`config.mk`:
```
export PLATFORM = sky130hd
export DESIGN_NAME = binary_morphology_3x3_unit
export DESIGN_NICKNAME = d
export VERILOG_FILES = /design/src/rtl/bm3_pkg.sv /design/src/rtl/bm3_line_store.sv /design/src/rtl/bm3_kernel.sv /design/src/rtl/binary_morphology_3x3_unit.sv
export SDC_FILE = /design/constraint.sdc
export NUM_CORES = 2
export LEC_CHECK = 0
export ABC_AREA = 1
export BUFFER_PORTS_ARGS = -buffer_cell sky130_fd_sc_hd__buf_2
export CAP_MARGIN = 20
export CORE_MARGIN = 2
export CORE_UTILIZATION = 54
export CTS_CLUSTER_DIAMETER = 150
export DETAILED_ROUTE_END_ITERATION = 8
export GPL_ROUTABILITY_DRIVEN = 1
export PLACE_DENSITY = 0.75
export SLEW_MARGIN = 40
export SYNTH_ARGS = -nofsm -noshare
export SYNTH_HDL_FRONTEND = slang
export SYNTH_SLANG_ARGS = --single-unit
```
`constraint.sdc`:
```
create_clock -name clk_i -period 15.45 [get_ports clk_i]
set_clock_uncertainty 0.1 [all_clocks]
set_input_delay 0.7725 -clock clk_i [delete_from_list [all_inputs] [get_ports clk_i]]
set_output_delay 0.7725 -clock clk_i [all_outputs]
set_load 0.02 [all_outputs]
```
`src/rtl/bm3_pkg.sv`:
```
// shared constants and types for the 3x3 binary morphology unit
`timescale 1ns / 1ps
`default_nettype none
package bm3_pkg;

  // field widths
  localparam int unsigned PixW   = 8;
  localparam int unsigned RowW   = 12;
  localparam int unsigned OutColW = 10;
  localparam int unsigned FwW    = 11;
  localparam int unsigned FhW    = 13;
  localparam int unsigned CfgW   = 13;
  localparam int unsigned CfgAW  = 2;
  // common width for position compares
  localparam int unsigned PosW   = 13;

  localparam int unsigned MaxHeight = 4096;
  localparam int unsigned MinSize   = 3;

  localparam logic [PixW-1:0] SetValue = 8'd255;

  // configuration register indexes
  typedef enum logic [CfgAW-1:0] {
    REG_MORPH_MODE   = 2'd0,
    REG_FRAME_WIDTH  = 2'd1,
    REG_FRAME_HEIGHT = 2'd2
  } bm3_reg_e;

  // line store entry: bit0 = previous row, bit1 = row before that
  typedef logic [1:0] bm3_lbits_t;

endpackage
`default_nettype wire

```
`src/rtl/bm3_line_store.sv`:
```
// two-row line store of set bits, one entry per column
`timescale 1ns / 1ps
`default_nettype none
module bm3_line_store #(
  parameter int unsigned Depth = 1024
) (
  input  wire                          clk_i,
  input  wire                          rd_en_i,
  input  wire  [$clog2(Depth)-1:0]     rd_addr_i,
  output bm3_pkg::bm3_lbits_t          rd_data_o,
  input  wire                          wr_en_i,
  input  wire  [$clog2(Depth)-1:0]     wr_addr_i,
  input  bm3_pkg::bm3_lbits_t          wr_data_i
);
  import bm3_pkg::*;

  bm3_lbits_t mem [Depth];
  bm3_lbits_t rd_data_q;

  always_ff @(posedge clk_i) begin
    if (wr_en_i) begin
      mem[wr_addr_i] <= wr_data_i;
    end
    if (rd_en_i) begin
      rd_data_q <= mem[rd_addr_i];
    end
  end

  assign rd_data_o = rd_data_q;

endmodule
`default_nettype wire

```
`src/rtl/bm3_kernel.sv`:
```
// 3x3 window register and erosion / dilation decision
`timescale 1ns / 1ps
`default_nettype none
module bm3_kernel (
  input  wire                   clk_i,
  input  wire                   rst_ni,
  input  wire                   advance_i,
  input  wire                   mode_i,
  input  wire                   pix_bit_i,
  input  bm3_pkg::bm3_lbits_t   old_bits_i,
  output logic                  hit_o
);
  import bm3_pkg::*;

  logic [5:0] window_q;
  logic [5:0] window_d;
  logic [2:0] slice;
  logic [8:0] nine;

  // slice bit2 = two rows up, bit1 = one row up, bit0 = current row
  assign slice    = {old_bits_i[1], old_bits_i[0], pix_bit_i};
  assign nine     = {window_q, slice};
  assign window_d = nine[5:0];

  // dilation: any set, erosion: all set
  assign hit_o = mode_i ? (|nine) : (&nine);

  always_ff @(posedge clk_i or negedge rst_ni) begin
    if (!rst_ni) begin
      window_q <= '0;
    end else if (advance_i) begin
      window_q <= window_d;
    end
  end

endmodule
`default_nettype wire

```
`src/rtl/binary_morphology_3x3_unit.sv`:
```
// top level of the 3x3 binary erosion / dilation unit
`timescale 1ns / 1ps
`default_nettype none
// throughput: one pixel per cycle unless the output stalls, set by one line store
//   read and one write per pixel; a result passes the pixel stage (with line store
//   read register), then the result register
// a stalled result register holds the pixel stage, which in turn drops in_ready_o
// reset (async, active low) clears counters, window, valid flags and config
//   (erosion, 640 x 480); line store contents stay undefined until written
module binary_morphology_3x3_unit #(
  parameter int unsigned MAX_WIDTH = 1024
) (
  input  wire                          clk_i,
  input  wire                          rst_ni,
  // configuration writes
  input  wire                          cfg_we_i,
  input  wire  [bm3_pkg::CfgAW-1:0]    cfg_addr_i,
  input  wire  [bm3_pkg::CfgW-1:0]     cfg_wdata_i,
  // pixel input
  input  wire                          in_valid_i,
  output logic                         in_ready_o,
  input  wire  [bm3_pkg::PixW-1:0]     pixel_value_i,
  // result output
  output logic                         out_valid_o,
  input  wire                          out_ready_i,
  output logic [bm3_pkg::PixW-1:0]     out_pixel_o,
  output logic [bm3_pkg::RowW-1:0]     out_row_o,
  output logic [bm3_pkg::OutColW-1:0]  out_col_o,
  output logic                         frame_last_o
);
  import bm3_pkg::*;

  localparam int unsigned ColW = $clog2(MAX_WIDTH);

  // configuration registers
  logic            mode_q;
  logic [FwW-1:0]  fwidth_q;
  logic [FhW-1:0]  fheight_q;

  // effective frame size, clamped to the supported range
  logic [PosW-1:0] w_eff;
  logic [PosW-1:0] h_eff;

  // position of the next incoming pixel
  logic [ColW-1:0] col_q, col_d;
  logic [RowW-1:0] row_q, row_d;

  // pixel stage: holds the accepted pixel while its line store entry is read
  logic            a_valid_q;
  logic            a_bit_q;
  logic [ColW-1:0] a_col_q;
  logic [RowW-1:0] a_row_q;

  // result register
  logic               out_valid_q;
  logic [PixW-1:0]    out_pixel_q;
  logic [RowW-1:0]    out_row_q;
  logic [OutColW-1:0] out_col_q;
  logic               out_last_q;

  logic            in_xfer;
  logic            advance;
  logic            hit;
  logic            emit;
  logic            last;
  logic [PosW-1:0] a_col_ext;
  logic [PosW-1:0] a_row_ext;
  logic [PosW-1:0] col_ext;
  logic [PosW-1:0] row_ext;
  logic [PosW-1:0] col_m1;
  logic [PosW-1:0] row_m1;
  bm3_lbits_t      old_bits;
  bm3_lbits_t      new_bits;

  // ---------------------------------------------------------------------------
  // configuration port, writes to unknown indexes are dropped
  // ---------------------------------------------------------------------------
  always_ff @(posedge clk_i or negedge rst_ni) begin
    if (!rst_ni) begin
      mode_q    <= 1'b0;
      fwidth_q  <= FwW'(640);
      fheight_q <= FhW'(480);
    end else if (cfg_we_i) begin
      case (cfg_addr_i)
        REG_MORPH_MODE:   mode_q    <= cfg_wdata_i[0];
        REG_FRAME_WIDTH:  fwidth_q  <= cfg_wdata_i[FwW-1:0];
        REG_FRAME_HEIGHT: fheight_q <= cfg_wdata_i[FhW-1:0];
        default: ;
      endcase
    end
  end

  // clamp width to [3, MAX_WIDTH] and height to [3, 4096]
  always_comb begin
    if (PosW'(fwidth_q) < PosW'(MinSize)) begin
      w_eff = PosW'(MinSize);
    end else if (PosW'(fwidth_q) > PosW'(MAX_WIDTH)) begin
      w_eff = PosW'(MAX_WIDTH);
    end else begin
      w_eff = PosW'(fwidth_q);
    end
    if (fheight_q < PosW'(MinSize)) begin
      h_eff = PosW'(MinSize);
    end else if (fheight_q > PosW'(MaxHeight)) begin
      h_eff = PosW'(MaxHeight);
    end else begin
      h_eff = fheight_q;
    end
  end

  // ---------------------------------------------------------------------------
  // handshake: the pixel stage moves on whenever the result register is free
  // ---------------------------------------------------------------------------
  assign advance    = a_valid_q && (!out_valid_q || out_ready_i);
  assign in_ready_o = !a_valid_q || advance;
  assign in_xfer    = in_valid_i && in_ready_o;

  // ---------------------------------------------------------------------------
  // raster counters, wrap at the end of a row and of a frame
  // ---------------------------------------------------------------------------
  assign col_ext = PosW'(col_q);
  assign row_ext = PosW'(row_q);

  always_comb begin
    col_d = col_q;
    row_d = row_q;
    if (col_ext + PosW'(1) >= w_eff) begin
      col_d = '0;
      if (row_ext + PosW'(1) >= h_eff) begin
        row_d = '0;
      end else begin
        row_d = row_q + RowW'(1);
      end
    end else begin
      col_d = col_q + ColW'(1);
    end
  end

  always_ff @(posedge clk_i or negedge rst_ni) begin
    if (!rst_ni) begin
      col_q     <= '0;
      row_q     <= '0;
      a_valid_q <= 1'b0;
    end else begin
      if (in_xfer) begin
        col_q <= col_d;
        row_q <= row_d;
      end
      if (in_xfer) begin
        a_valid_q <= 1'b1;
      end else if (advance) begin
        a_valid_q <= 1'b0;
      end
    end
  end

  // pixel stage payload
  always_ff @(posedge clk_i) begin
    if (in_xfer) begin
      a_bit_q <= |pixel_value_i;
      a_col_q <= col_q;
      a_row_q <= row_q;
    end
  end

  // ---------------------------------------------------------------------------
  // line store: read at transfer, write back the shifted bits as the pixel
  // leaves the pixel stage; consecutive pixels never share a column
  // ---------------------------------------------------------------------------
  assign new_bits = {old_bits[0], a_bit_q};

  bm3_line_store #(
    .Depth (MAX_WIDTH)
  ) u_line_store (
    .clk_i     (clk_i),
    .rd_en_i   (in_xfer),
    .rd_addr_i (col_q),
    .rd_data_o (old_bits),
    .wr_en_i   (advance),
    .wr_addr_i (a_col_q),
    .wr_data_i (new_bits)
  );

  // window and morphology decision
  bm3_kernel u_kernel (
    .clk_i      (clk_i),
    .rst_ni     (rst_ni),
    .advance_i  (advance),
    .mode_i     (mode_q),
    .pix_bit_i  (a_bit_q),
    .old_bits_i (old_bits),
    .hit_o      (hit)
  );

  // ---------------------------------------------------------------------------
  // interior test: the window is complete from row 2, column 2 on, and
  // pixels beyond the current frame size report nothing
  // ---------------------------------------------------------------------------
  assign a_col_ext = PosW'(a_col_q);
  assign a_row_ext = PosW'(a_row_q);
  assign col_m1    = a_col_ext - PosW'(1);
  assign row_m1    = a_row_ext - PosW'(1);

  assign emit = (a_row_ext >= PosW'(2)) && (a_col_ext >= PosW'(2))
             && (a_row_ext < h_eff) && (a_col_ext < w_eff);
  assign last = (a_row_ext == h_eff - PosW'(1)) && (a_col_ext == w_eff - PosW'(1));

  // ---------------------------------------------------------------------------
  // result register
  // ---------------------------------------------------------------------------
  always_ff @(posedge clk_i or negedge rst_ni) begin
    if (!rst_ni) begin
      out_valid_q <= 1'b0;
    end else if (advance && emit) begin
      out_valid_q <= 1'b1;
    end else if (out_ready_i) begin
      out_valid_q <= 1'b0;
    end
  end

  always_ff @(posedge clk_i) begin
    if (advance && emit) begin
      out_pixel_q <= hit ? SetValue : '0;
      out_row_q   <= row_m1[RowW-1:0];
      out_col_q   <= col_m1[OutColW-1:0];
      out_last_q  <= last;
    end
  end

  assign out_valid_o  = out_valid_q;
  assign out_pixel_o  = out_pixel_q;
  assign out_row_o    = out_row_q;
  assign out_col_o    = out_col_q;
  assign frame_last_o = out_last_q;

`ifndef SYNTHESIS
  // input only stalls when a pixel is held behind a full result register
  a_stall_cause: assert property (@(posedge clk_i) disable iff (!rst_ni)
    !in_ready_o |-> (a_valid_q && out_valid_q && !out_ready_i))
    else $error("input stalled without a blocked pixel stage");

  // every transferred pixel lands in the pixel stage
  a_stage_fill: assert property (@(posedge clk_i) disable iff (!rst_ni)
    in_xfer |=> a_valid_q)
    else $error("accepted pixel lost before the pixel stage");

  // column counter stays inside the line store
  a_col_range: assert property (@(posedge clk_i) disable iff (!rst_ni)
    PosW'(col_q) < PosW'(MAX_WIDTH))
    else $error("column counter beyond line store depth");

  // a reported pixel is never on the top row or left column
  a_interior: assert property (@(posedge clk_i) disable iff (!rst_ni)
    out_valid_o |-> (out_row_o != '0 && out_col_o != '0))
    else $error("border pixel reported");
`endif

endmodule
`default_nettype wire
```
# Word-level counts from Yosys, hierarchy flattened
# Memories as Yosys holds them, arrays and structs flattened. A register that Yosys moved wholly into a read port is not among the register bits.
# Index checks and enable logic that the tools add are counted.
# totals
reg_bits,109
memories,1
output_inout_bits,33
ramBits,2048
# memory_table
memory,words,width,rd,rd_clocked_by_memory_dff,wr,line,source
u_line_store.mem,1024,2,1,1,1,bm3_line_store.sv:17,bm3_lbits_t mem [Depth];
# classes
n_addsub,8
reduce_logical,21
n_mux,14
magnitude_cmp,10
n_eq_ne,4
# ops
op,count
2-to-1 mux 13 bit,2
subtractor 13 x 1 -> 13 bit (second input constant),2
2-to-1 mux 11 bit,2
adder 12 x 1 -> 13 bit (second input constant),1
== test 10 x 13 -> 1 bit,1
== test 12 x 13 -> 1 bit,1
>= comparator 11 x 13 -> 1 bit,1
>= comparator 13 bit,1
> comparator 13 bit (second input constant),1
less-than comparator 10 x 13 -> 1 bit,1
less-than comparator 12 x 13 -> 1 bit,1
less-than comparator 13 x 2 -> 1 bit (second input constant),1
adder 12 x 1 -> 12 bit (second input constant),1
>= comparator 12 x 2 -> 1 bit (second input constant),1
2-to-1 mux 12 bit,1
subtractor 12 x 1 -> 12 bit (second input constant),1
adder 10 x 1 -> 11 bit (second input constant),1
> comparator 11 bit (second input constant),1
less-than comparator 11 x 2 -> 1 bit (second input constant),1
adder 10 x 1 -> 10 bit (second input constant),1
>= comparator 10 x 2 -> 1 bit (second input constant),1
2-to-1 mux 10 bit,1
subtractor 10 x 1 -> 10 bit (second input constant),1
AND reduction 9 bit,1
other kinds (12),30

# Logic depth before layout (Yosys ltp)
# logic_depth
word_depth,8
depth_mapped,21
mapped_depth_nobuf,20

# Cells and area by module
# Synthesis repeated with hierarchy kept, for this count alone.
# unflattened
hier_cells,8767
area_unflattened_um2,93472.1
# modules_own_cells
mod,cells_each,instances,area_per_inst_um2
bm3_line_store,7976,1,86973.4
binary_morphology_3x3_unit,751,1,6209.7
bm3_kernel,40,1,289.0

# Worst setup path before layout
# Ideal clock, no wire load.
# synth_path
path_kind,reg2reg
start,register a_bit_q
end,"memory u_line_store.mem[0][0] in the netlist's numbering, data pin"
path_slack_ns,0.626
arrival_time_ns,12.047
synth_period_minus_slack_ns,14.824
stages_incl_launch_ff,1
path_cell_list,edfxtp_1
# synth_rtl
element,line,source
start: declaration,binary_morphology_3x3_unit.sv:50,logic a_bit_q;
start signal: assignment,binary_morphology_3x3_unit.sv:160,a_bit_q <= |pixel_value_i;
end: declaration,bm3_line_store.sv:17,
# No word-level cell before the write port.

==> flow_summary.json <==
{
  "path_class": "reg -> reg",
  "grt_pass1_wl_microns": 386000,
  "yosys-top-cells-area": "edfxtp_1 67%, nand2_1 11%, nand3_1 7.0%",
  "layout_common_cells": "2,817 x nand2_1, 2,097 x edfxtp_1, 1,296 x nand3_1",
  "slew_violations": 0,
  "worstSkewPairLatency_ps": 840,
  "synth_nets": 8948,
  "worst_ep_arrival_time_ps": 5890,
  "pwr-share-seq": 0.404,
  "final_antenna_net_count": 0,
  "cts_made_buffers": 206,
  "clkPwrFrac": 0.280,
  "worstPathMaxFanout": 91,
  "grt_pass1_vias": 64300,
  "synth-async-reset-ratio": 0.0256,
  "fin_crit_sh": 0.343,
  "irDropWorstVdd_mv": 0.152,
  "synth_edf_count": 2097,
  "core_area_sq_um": 172000,
  "gp_congestion": 0.904,
  "grt_overflow_total": 0,
  "yosysUniqueCellTypes": 53,
  "synth_area_leader_cell": "edfxtp_1",
  "critPathLaunchType": "flip-flop",
  "drtIter0Drc": 10700,
  "ff_latch_area_sq_um": 64400,
  "fp.dieH_microns": 420,
  "rsz0062_at_grt": "false",
  "fmaxAchievable_mhz": 189,
  "fin_nets": 8711,
  "drc_errors": 0,
  "wire_per_inst_microns": 23.5,
  "dieArea_sq_um": 177000,
  "status": "complete, no violations",
  "clockRootBuffer": "clkbuf_16",
  "power_density_nw_per_um2": 170,
  "drive_gt1_frac": 0.0650,
  "htree_levels": 4,
  "die_w_microns": 420,
  "comb_power_share": 0.316,
  "track_usage": 0.293,
  "ys_ff_latch": 2152,
  "start_util": 0.544,
  "post_cts_buffers": 0,
  "synth-seq-area-share": 0.688,
  "ys_warn_count": 0,
  "nFillCells": 13500,
  "vias": 67300,
  "fin_crit_ps": 5300,
  "maxCapViolCount": 0,
  "timing.slew.headroom": 0.344,
  "p_sw_frac": 0.367,
  "drt_pre_antenna_iters": 8,
  "postCtsHoldBufs": 1,
  "endpoint_kind": "flip-flop",
  "io_buffers": 60,
  "synthToLayoutAreaGrowth_pct": 9.37,
  "ys.flop_type": "edfxtp_1",
  "p_sw_uw": 6410,
  "grt_max_degree": 205,
  "cts_buffer_depth": 3,
  "total_leakage_power_uw": 0.0361,
  "final_core_utilization": 0.595,
  "hold_class": "in -> reg",
  "finalHoldViolations": 0,
  "antenna_found_initial": 17,
  "syn_inst": 8863,
  "max_slew.worst_pin.slew_ps": 984,
  "fin_setup_tns_ps": 0,
  "syn_area_per_cell_sq_um": 10.6,
  "drt-total-wl_microns": 261000,
  "post_cts_resized": 0,
  "vias_per_cell": 6.05,
  "cp.required_ps": 16040,
  "rows": 152,
  "netlist.area_leader.share": 0.673,
  "cts_tree": "yes",
  "clk_pin_slew_worst_paths_ps": 60,
  "cts_sinks": 2152,
  "multi_input_area_sq_um": 26000,
  "syn-cell-area_sq_um": 93600,
  "setup_viol": 0,
  "p_int_uw": 11000,
  "hpwl_microns": 136000,
  "final_common_cell": "nand2_1",
  "io_pins": 61
}
[routing by layer]
metal | global-route usage | share of wire | routed length [microns] | up-vias
met5 | 0 | 0.00044 | 115 | -
met4 | 0.134 | 0.047 | 12200 | 18
met3 | 0.0744 | 0.13 | 34900 | 762
met2 | 0.461 | 0.46 | 120000 | 4374
met1 | 0.385 | 0.36 | 94000 | 32300
li1 | - | - | - | 29900
[cells by family after synthesis]
logic type	synth area share
AND/OR/NAND/NOR	0.234
XOR/XNOR	0.00428
buffers and inverters	0.0376
flip-flops	0.688
adder cells (fa/ha/maj)	0.00762
multiplexers	0.000120
AO/OA/AOI/OAI	0.0286
[power by group through the flow]
stage          Sequential (uW)  Clock [uW]  Combinational, uW
2_1_floorplan             7720           0               3430
3_3_place_gp              7180           0               5130
3_5_place_dp              7160           0               5310
4_1_cts                   7030        4900               5350
5_1_grt                   7050        5140               5970
6_report                  7040        4890               5520
[per-stage QoR]
stage | setup slack (ps) | hold slack [ps] | total power, uW | instance area, sq um | cells
2_1_floorplan | 626 | 320 | 11200 | 93600 | 8863
3_3_place_gp | 10350 | 335 | 12300 | 95000 | 10700
3_5_place_dp | 10240 | 353 | 12500 | 95700 | 10700
4_1_cts | 10180 | 26.8 | 17300 | 102000 | 11100
5_1_grt | 10040 | 75.9 | 18200 | 102000 | 11100
6_report | 10150 | 72.7 | 17400 | 102000 | 11100
[layout make-up]
type,count,area share
clock inverter,130,0.0102
timing repair buffer,185,0.0192
inverter,153,0.00610
tap,2310,0.0282
sequential,2152,0.629
multi-input combinational,5928,0.254
antenna,6,0.000147
clock buffer,253,0.0529
[cells in the mapped netlist, types with 2 or more instances]
cell,instances
nand2_1,2858
edfxtp_1,2097
nand3_1,1309
nor2_1,1115
buf_2,313
a21oi_1,270
clkbuf_1,239
inv_1,142
o21ai_0,71
ha_1,57
a21boi_0,50
o211ai_1,50
dfrtp_1,49
buf_4,42
xor2_1,41
nor3_1,32
buf_1,31
nand4_1,18
dfstp_2,6
nand2_2,6
clkinv_1,5
inv_2,5
o21ai_1,5
o22ai_1,5
buf_6,4
nor4_1,4
o31ai_1,4
nor2_2,3
o221ai_1,3
a21oi_2,2
nor2_4,2
or2_1,2
or2_2,2
xnor2_1,2
[final timing paths]
kind,from,to,slack [ps],cells past startpoint
setup / recovery,col_q[2]$_DFFE_PN0P_,u_line_store.rd_data_o[0]$_DFFE_PP_,10150,15
hold / removal,in_valid_i,a_valid_q$_DFFE_PN0P_,70,3
setup reg to reg,col_q[2]$_DFFE_PN0P_,u_line_store.rd_data_o[0]$_DFFE_PP_,10150,15
hold reg to reg,col_q[6]$_DFFE_PN0P_,a_col_q[6]$_DFFE_PP_,360,0
max in group asynchronous,rst_ni,col_q[1]$_DFFE_PN0P_,14360,3
min in group asynchronous,rst_ni,out_valid_o$_DFFE_PN0P_,450,3
[registers in the layout (all words and copies together), names as in the netlist, 11 cells and up]
register	cells
a_row_q	12
fheight_q	13
fwidth_q	11
out_row_o	12
row_q	12
u_line_store.mem	2048
[critical path, stage by stage (launching register included)]
cell,delay [ps]
dfrtp_1,450
inv_8,240
nor2_4,780
buf_4,790
buf_4,620
buf_4,690
a21oi_1,180
nand3_1,140
nand3_1,110
nand3_1,140
nand3_1,130
nand3_1,210
nand3_1,120
nand2_1,100
inv_1,60
nand2_1,60
(Power assumes the default switching activity.)
